--- src/rtl/assert_macros.svh ---
// Assertion macros shared by the GPIO controller RTL.
// Define ASSERT_OFF to compile every check away.
`ifndef ASSERT_MACROS_SVH
`define ASSERT_MACROS_SVH
`ifndef ASSERT_OFF
// Same-cycle implication, disabled while reset is asserted.
`define ASSERT_IMPLY(lbl, clk, rst_n, ante, cons) \
  lbl: assert property (@(posedge clk) disable iff (!rst_n) (ante) |-> (cons)) \
    else $error("assertion failed");
// Next-cycle implication, disabled while reset is asserted.
`define ASSERT_NEXT(lbl, clk, rst_n, ante, cons) \
  lbl: assert property (@(posedge clk) disable iff (!rst_n) (ante) |=> (cons)) \
    else $error("assertion failed");
`else
`define ASSERT_IMPLY(lbl, clk, rst_n, ante, cons)
`define ASSERT_NEXT(lbl, clk, rst_n, ante, cons)
`endif
`endif

--- src/rtl/gcpl_pkg.sv ---
// Types and constants of the per-line GPIO controller.
// No dependencies; used by the register file, the top level and the testbench.
package gcpl_pkg;

  localparam logic [1:0] OP_READ  = 2'd0;
  localparam logic [1:0] OP_WRITE = 2'd1;
  localparam logic [1:0] OP_TICK  = 2'd2;

  localparam logic [7:0] ADDR_MODE      = 8'h00;
  localparam logic [7:0] ADDR_STATUS_S  = 8'h84;
  localparam logic [7:0] ADDR_RAW_S     = 8'h88;
  localparam logic [7:0] ADDR_PORT      = 8'h8c;
  localparam logic [7:0] ADDR_STATUS_NS = 8'ha4;
  localparam logic [7:0] ADDR_RAW_NS    = 8'ha8;

  localparam logic [9:0] KEEP_BITS = 10'h2ff;
  localparam int         EOI_BIT   = 8;

  typedef struct packed {
    logic both;
    logic eoi;
    logic debounce;
    logic pol;
    logic edge_mode;
    logic imask;
    logic ien;
    logic src_sel;
    logic oe;
    logic data;
  } line_word_t;

  typedef struct packed {
    logic [1:0]  operation;
    logic [7:0]  address;
    logic [31:0] write_data;
    logic [31:0] pad_levels;
  } in_word_t;

  typedef struct packed {
    logic [31:0] read_data;
    logic [31:0] drive_values;
    logic [31:0] drive_enables;
    logic        irq;
  } out_word_t;

  typedef struct packed {
    logic     commit;
    in_word_t word;
  } cmd_t;

  // Bit n set for every implemented line.
  function automatic logic [31:0] line_mask(input int lines);
    logic [32:0] span;
    span = (33'd1 << lines) - 33'd1;
    return span[31:0];
  endfunction

  // Raw interrupt status from gathered control vectors and the pad sample.
  function automatic logic [31:0] raw_status(input logic [31:0] en,
                                             input logic [31:0] edg,
                                             input logic [31:0] pol,
                                             input logic [31:0] pads,
                                             input logic [31:0] latched);
    logic [31:0] lvl;
    lvl = ~(pads ^ pol);
    return ((edg & latched) | (~edg & lvl)) & en;
  endfunction

endpackage

--- src/rtl/gcpl_chan.sv ---
// Valid/ready channel carrying one word of type T.
// Depends on nothing; the payload types come from gcpl_pkg.
interface gcpl_chan #(parameter type T = logic [31:0]);
  logic valid;
  logic ready;
  T     data;

  modport source (output valid, output data, input ready);
  modport sink (input valid, input data, output ready);
endinterface

--- src/rtl/gpio_controller_per_line_words.sv ---
// GPIO controller with one control word per line.
// Inputs: in_chan carries one word per operation: a bus read, a bus write,
//   or a pad sample tick (operation, address, write_data, pad_levels).
// Outputs: out_chan returns exactly one word per accepted input word:
//   read_data (zero unless a read), drive_values, drive_enables and irq,
//   the drive fields and irq showing the state after that operation.
// Path: an accepted word waits in the input register, then moves to the
//   result register, where out_chan.valid rises; a stall can hold it.
// Throughput: one word per cycle while out_chan.ready stays high, set by
//   the single state-update stage; every register update completes in the
//   cycle the word leaves the input register.
// Stall: when out_chan.ready is low the result word holds and the input
//   register holds; in_chan.ready still stays high while the input
//   register is empty, so one more word can wait.
// Reset: rst_n (synchronous, active low) clears every line word, the
//   latched edge status, the last pad sample and the mode word, and
//   empties both pipeline registers. Depends on gcpl_pkg, gcpl_chan,
//   gcpl_regs and assert_macros.svh.
`include "assert_macros.svh"
module gpio_controller_per_line_words #(
  parameter int LINES = 32
) (
  input logic    clk,
  input logic    rst_n,
  gcpl_chan.sink   in_chan,
  gcpl_chan.source out_chan
);
  import gcpl_pkg::*;

  localparam logic [31:0] LMASK = line_mask(LINES);

  logic      in_vld_r;
  in_word_t  in_word_r;
  logic      out_vld_r;
  out_word_t out_word_r;
  logic      advance, in_take;
  cmd_t      cmd;
  out_word_t res;

  // Advance the result register when it is empty or being taken.
  assign advance       = !out_vld_r || out_chan.ready;
  assign in_chan.ready = !in_vld_r || advance;
  assign in_take       = in_chan.valid && in_chan.ready;

  // Commit a word to the register file only when its result can be stored.
  assign cmd.commit = in_vld_r && advance;
  assign cmd.word   = in_word_r;

  gcpl_regs #(.LINES(LINES)) u_regs (
    .clk   (clk),
    .rst_n (rst_n),
    .cmd   (cmd),
    .res   (res)
  );

  always_ff @(posedge clk) begin
    if (!rst_n) begin
      in_vld_r  <= 1'b0;
      out_vld_r <= 1'b0;
    end else begin
      if (in_chan.ready) in_vld_r <= in_chan.valid;
      if (advance) out_vld_r <= in_vld_r;
    end
  end

  // Payload registers: load only, no reset.
  always_ff @(posedge clk) begin
    if (in_take) in_word_r <= in_chan.data;
    if (cmd.commit) out_word_r <= res;
  end

  assign out_chan.valid = out_vld_r;
  assign out_chan.data  = out_word_r;

  `ASSERT_IMPLY(a_ready_when_free, clk, rst_n, !out_vld_r, in_chan.ready)
  `ASSERT_NEXT(a_commit_shows, clk, rst_n, cmd.commit, out_vld_r)
  `ASSERT_IMPLY(a_drive_lines, clk, rst_n, out_vld_r,
                ((out_word_r.drive_values | out_word_r.drive_enables) & ~LMASK) == '0)

endmodule

--- src/rtl/gcpl_regs.sv ---
// Register file and per-line interrupt logic of the GPIO controller.
// Depends on gcpl_pkg and assert_macros.svh.
`include "assert_macros.svh"
module gcpl_regs #(
  parameter int LINES = 32
) (
  input  logic                clk,
  input  logic                rst_n,
  input  gcpl_pkg::cmd_t      cmd,
  output gcpl_pkg::out_word_t res
);
  import gcpl_pkg::*;

  localparam int          LIDX_W = (LINES > 1) ? $clog2(LINES) : 1;
  localparam logic [31:0] LMASK  = line_mask(LINES);

  line_word_t  ctl_r   [LINES];
  line_word_t  ctl_nxt [LINES];
  logic [31:0] prev_pads_r, prev_pads_nxt;
  logic [31:0] edge_r, edge_nxt;
  logic [31:0] mode_r, mode_nxt;

  logic [31:0] en_c, edg_c, pol_c, msk_c, both_c;
  logic [31:0] en_n, edg_n, pol_n, msk_n, dat_n, oe_n;
  logic [31:0] raw_c, masked_c, raw_n;
  logic [31:0] now, rise, fall, pick;
  logic [1:0]  op;
  logic [7:0]  addr;
  logic [5:0]  idx, line_num;
  logic        line_range, line_hit, secure;
  logic [LIDX_W-1:0] lsel;

  // Gather current control bits per line.
  always_comb begin
    en_c = '0; edg_c = '0; pol_c = '0; msk_c = '0; both_c = '0;
    for (int n = 0; n < LINES; n++) begin
      en_c[n]   = ctl_r[n].ien;
      edg_c[n]  = ctl_r[n].edge_mode;
      pol_c[n]  = ctl_r[n].pol;
      msk_c[n]  = ctl_r[n].imask;
      both_c[n] = ctl_r[n].both;
    end
  end

  always_comb begin
    raw_c    = raw_status(en_c, edg_c, pol_c, prev_pads_r, edge_r) & LMASK;
    masked_c = raw_c & ~msk_c;
    secure   = (mode_r != '0);
  end

  // Address decode: low two bits ignored, line words at 4*(n+1).
  always_comb begin
    op         = cmd.word.operation;
    addr       = {cmd.word.address[7:2], 2'b00};
    idx        = cmd.word.address[7:2];
    line_range = idx inside {[6'd1:6'd32]};
    line_num   = idx - 6'd1;
    line_hit   = line_range && ({1'b0, line_num} < 7'(LINES));
    lsel       = line_num[LIDX_W-1:0];
  end

  // Next state.
  always_comb begin
    ctl_nxt       = ctl_r;
    edge_nxt      = edge_r;
    prev_pads_nxt = prev_pads_r;
    mode_nxt      = mode_r;
    now           = cmd.word.pad_levels & LMASK;
    rise          = ~prev_pads_r & now;
    fall          = prev_pads_r & ~now;
    pick          = (both_c & (rise | fall)) | (~both_c & ((pol_c & rise) | (~pol_c & fall)));
    if (cmd.commit) begin
      case (op)
        OP_WRITE: begin
          if (line_hit) begin
            ctl_nxt[lsel] = line_word_t'(cmd.word.write_data[9:0] & KEEP_BITS);
            if (cmd.word.write_data[EOI_BIT]) edge_nxt[line_num[4:0]] = 1'b0;
          end else if (!line_range && addr == ADDR_MODE) begin
            mode_nxt = cmd.word.write_data;
          end
        end
        OP_TICK: begin
          edge_nxt      = edge_r | (pick & en_c & edg_c & LMASK);
          prev_pads_nxt = now;
        end
        default: ;
      endcase
    end
  end

  // Result fields: read data from the old state, drive and irq from the new.
  always_comb begin
    en_n = '0; edg_n = '0; pol_n = '0; msk_n = '0; dat_n = '0; oe_n = '0;
    for (int n = 0; n < LINES; n++) begin
      en_n[n]  = ctl_nxt[n].ien;
      edg_n[n] = ctl_nxt[n].edge_mode;
      pol_n[n] = ctl_nxt[n].pol;
      msk_n[n] = ctl_nxt[n].imask;
      dat_n[n] = ctl_nxt[n].data;
      oe_n[n]  = ctl_nxt[n].oe;
    end
    raw_n = raw_status(en_n, edg_n, pol_n, prev_pads_nxt, edge_nxt) & LMASK;

    res.read_data = '0;
    if (cmd.commit && op == OP_READ) begin
      if (line_range) begin
        if (line_hit) res.read_data = {22'd0, ctl_r[lsel]};
      end else begin
        case (addr)
          ADDR_MODE:      res.read_data = mode_r;
          ADDR_STATUS_S:  res.read_data = secure ? masked_c : '0;
          ADDR_RAW_S:     res.read_data = secure ? raw_c : '0;
          ADDR_PORT:      res.read_data = prev_pads_r;
          ADDR_STATUS_NS: res.read_data = secure ? '0 : masked_c;
          ADDR_RAW_NS:    res.read_data = secure ? '0 : raw_c;
          default:        res.read_data = '0;
        endcase
      end
    end
    res.drive_values  = dat_n;
    res.drive_enables = oe_n;
    res.irq           = |(raw_n & ~msk_n);
  end

  always_ff @(posedge clk) begin
    if (!rst_n) begin
      for (int n = 0; n < LINES; n++) ctl_r[n] <= '0;
      prev_pads_r <= '0;
      edge_r      <= '0;
      mode_r      <= '0;
    end else begin
      ctl_r       <= ctl_nxt;
      prev_pads_r <= prev_pads_nxt;
      edge_r      <= edge_nxt;
      mode_r      <= mode_nxt;
    end
  end

  `ASSERT_NEXT(a_tick_sample, clk, rst_n, cmd.commit && op == OP_TICK, prev_pads_r == $past(cmd.word.pad_levels & LMASK))
  `ASSERT_IMPLY(a_rd_zero, clk, rst_n, cmd.commit == 1'b0 || op != OP_READ, res.read_data == '0)
  `ASSERT_IMPLY(a_edge_lines, clk, rst_n, 1'b1, (edge_r & ~LMASK) == '0)

endmodule

--- src/flat_wrapper.sv ---
// flat-port wrapper written by rule: the top's interface ports become plain ports
module gpio_controller_per_line_words_flat import gcpl_pkg::*;
#(
  parameter int LINES = 32
)
  (clk, rst_n, in_chan_valid, in_chan_data, in_chan_ready, out_chan_valid, out_chan_data, out_chan_ready);
  gcpl_chan #(.T(in_word_t)) in_chan_i ();
  gcpl_chan #(.T(out_word_t)) out_chan_i ();
  input logic clk;
  input logic rst_n;
  input wire logic [$bits(in_chan_i.valid)-1:0] in_chan_valid;
  input wire logic [$bits(in_chan_i.data)-1:0] in_chan_data;
  output wire logic [$bits(in_chan_i.ready)-1:0] in_chan_ready;
  output wire logic [$bits(out_chan_i.valid)-1:0] out_chan_valid;
  output wire logic [$bits(out_chan_i.data)-1:0] out_chan_data;
  input wire logic [$bits(out_chan_i.ready)-1:0] out_chan_ready;
  assign in_chan_i.valid = in_chan_valid;
  assign in_chan_i.data = in_chan_data;
  assign in_chan_ready = in_chan_i.ready;
  assign out_chan_valid = out_chan_i.valid;
  assign out_chan_data = out_chan_i.data;
  assign out_chan_i.ready = out_chan_ready;
  gpio_controller_per_line_words #(.LINES(LINES)) u_core (.clk(clk), .rst_n(rst_n), .in_chan(in_chan_i), .out_chan(out_chan_i));
endmodule
--- config.mk ---
export PLATFORM = sky130hd
export DESIGN_NAME = gpio_controller_per_line_words_flat
export DESIGN_NICKNAME = d
export VERILOG_FILES = /design/src/rtl/gcpl_pkg.sv /design/src/rtl/gcpl_chan.sv /design/src/rtl/gpio_controller_per_line_words.sv /design/src/rtl/gcpl_regs.sv /design/src/flat_wrapper.sv
export VERILOG_INCLUDE_DIRS = /design/src /design/src/rtl
export SDC_FILE = /design/constraint.sdc
export NUM_CORES = 1
export LEC_CHECK = 0
export ABC_AREA = 1
export BUFFER_PORTS_ARGS = -buffer_cell sky130_fd_sc_hd__buf_2
export CAP_MARGIN = 20
export CORE_ASPECT_RATIO = 1.2
export CORE_MARGIN = 4
export CORE_UTILIZATION = 45
export DETAILED_ROUTE_END_ITERATION = 6
export PLACE_DENSITY_LB_ADDON = 0.2
export RECOVER_POWER = 100
export SLEW_MARGIN = 5
export SYNTH_ARGS = -nofsm -noshare
export SYNTH_HDL_FRONTEND = slang
export SYNTH_HIERARCHICAL = 1
export SYNTH_SLANG_ARGS = --single-unit
--- constraint.sdc ---
create_clock -name clk -period 16.05 [get_ports clk]
set_input_delay 0.8025 -clock clk [delete_from_list [all_inputs] [get_ports clk]]
set_output_delay 0.8025 -clock clk [all_outputs]
set_load 0.005 [all_outputs]
==> out/results.tsv <==
stage	metric	value	unit
final_layout	antenna_cells	0	
yosys	synth_cells	3912	
min_path	hold_path_end	u_core/cmd[0]	
timing	tns	0	ns
pwr	vdd_drop_max	75.93	uV
placement	dp_hpwl	63.52	mm
drt	drc	0	
clock_network	tritoncts	built	
critical_path	cp_slowest_cell	clkbuf_1	
timing	max-slew-margin-rel	-3.104	
global_routing	grt_max_degree	178	
critical_path	crit_type	flop to flop	
critical_path	r2r-end	u_core/out_chan.data[0]	
drt	vias	26960	
timing	rsz0062_at_grt	false	
timing	slew_viol_final	576	
pwr	p_per_area	105.9	nW/um2
die	die_h	284.6	um
drt	routed_wl	99.87	mm
pwr	leakage	13.45	nW
placement	gp_congestion	0.9560	
die	dieArea	67880	um2
critical_path	critPathTopFamily	buffers and inverters	
yosys	yosysWarningCount	6	
critical_path	critPathMaxStageDelay	2.05	ns
global_routing	gr-total-overflow	0	
clock_network	cts_root_buffer	clkbuf_16	
die	core	63190	um2
min_path	min_path_cells	1	
timing	fin_skew	0.02278	ns
clock_network	clockBufferDepth	3	
min_path	min-delay-start	in_chan_data[0]	
timing	setup_viol	0	
timing	hold_viol_final	0	
clock_network	cts_setup_buffers	0	
clock_network	hold_buffers	0	
final_layout	layout-drive-gt1-share	0.07157	
critical_path	required	16.41	ns
critical_path	path_cells	clkinvlp_2 -> clkbuf_1 -> clkbuf_1 -> ha_1 -> inv_1 -> nor3_1 -> clkbuf_1 -> nand3_1 -> o21ai_0 -> nand3_1 -> nand3_1 -> nand2_1 -> nor2_1 -> nand2_1 -> nor2_1 -> nand2_1	
global_routing	track_usage	0.2829	
status	status	complete, but fails checks	
yosys	synth.cell_area	28690	um2
global_routing	grt_pass1_wl	149.4	mm
critical_path	startpoint_type	flop	
critical_path	end_kind	flop	
placement	dpl-instance-area	29650	um2
clock_network	cts_buffers	58	
critical_path	worstPathArrival	10.27	ns
global_routing	first_global_vias	24760	
pwr	total_power	3.352	mW
clock_network	worstSkewPairLatency	0.65	ns
critical_path	crit_fanout	56	
drt	wl_per_cell	20.90	um
clock_network	cts_max_level	2	
status	violations	capacitance limit, slew limit	
timing	min_period	9.910	ns
yosys	syn_nets	4063	
final_layout	area_growth	10.31	%
final_layout	design_area	31650	um2
final_layout	nets	4055	
clock_network	cts.sinks	555	
timing	period_share	0.6175	
timing	worst_pin_slew	6.155	ns
clock_network	clk_pin_slew	0.07	ns
min_path	hold_path_class	input pin to flop	
critical_path	path_buf_inv	5	
drt	via_per_inst	5.642	
critical_path	r2r_cells	16	
die	die_w	238.5	um
drt	dr.first_iter.drc_count	2927	
critical_path	reg2reg_setup_slack	6.14	ns
drt	final_antenna_net_count	0	
die	io_pins	177	
clock_network	post_cts_resized	0	
die	initial_core_util	0.4541	
timing	clock.fmax	0.1009	GHz
flow_run	maxCapViolations	12	
drt	dr.pass1.iters	7	
placement	portBuffers	174	
critical_path	r2r_start	u_core/cmd[66]	
yosys	syn_area_per_cell	7.335	um2
die	rows	101	
global_routing	antenna_found_initial	3	
[state kept, by name, indices dropped and copies added (netlist names)]
| register | cells |
|---|---|
| u_core/u_regs/prev_pads_r | 32 |
| u_core/u_regs/edge_r | 32 |
| u_core/in_vld_r | 1 |
| u_core/out_chan.data | 97 |
| u_core/u_regs/mode_r | 32 |
| u_core/cmd | 72 |
| u_core/out_chan.valid | 1 |
| u_core/u_regs/both_c | 32 |
| u_core/u_regs/ctl_r | 256 |
[worst max-delay path by stage]
stage                     from                       to  slack, ns  depth (start not counted)
5_1_grt        u_core/in_vld_r  u_core/out_chan.data[0]       5.23                         14
4_1_cts         u_core/cmd[66]  u_core/out_chan.data[0]      10.53                         16
3_3_place_gp    u_core/cmd[66]  u_core/out_chan.data[0]      10.54                         16
2_1_floorplan   out_chan_ready  u_core/out_chan.data[0]       8.21                         16
6_report        u_core/cmd[66]  u_core/out_chan.data[0]       6.14                         16
3_5_place_dp    u_core/cmd[66]  u_core/out_chan.data[0]      10.56                         16
[stage by stage]
stage	util	hold slack (ns)	setup WS (ns)	std cells
after detailed placement	0.4692	0.4570	10.56	4664
after global placement	0.4688	0.4532	10.54	4663
after global routing	0.5010	0.3158	5.227	4778
final	0.5010	0.3332	6.140	4778
after CTS	0.5037	0.3033	10.53	4774
after floorplan	-	0.4474	8.211	3912
[power by group]
part,switching [mW],internal (mW)
clock,0.621,0.940
combinational,0.215,0.0788
sequential,0.0195,1.48
total,0.855,2.50
[layout by cell type, fill, tap and decap left out, types with 12 or more instances in the layout]
master	instances
clkbuf_16	58
nor2_1	559
a31oi_1	27
a22oi_1	19
buf_4	25
xor2_1	17
o21ai_0	470
bufinv_16	17
o2111ai_1	17
edfxtp_1	169
o211ai_1	66
ha_1	72
nand4_1	32
inv_1	380
a21oi_1	272
nand2_1	800
buf_2	119
clkbuf_1	72
o311ai_0	12
nand3_1	236
dfxtp_1	386
[routing by layer]
layer	vias up	GRT usage	wire length (um)
li1	12890	-	-
met1	12440	0.3820	40940
met2	1345	0.4485	44430
met3	284	0.05230	9864
met4	2	0.1141	4623
met5	-	0	7
[cell type report]
class	count	area, um2
Fill cell	6418	31530
Sequential cell	555	12800
Clock inverter	50	724.4
Timing Repair Buffer	219	1161
Multi-Input combinational cell	2682	13000
Clock buffer	60	1459
Tap cell	824	1031
Inverter	388	1471
(Power assumes the default switching activity.)
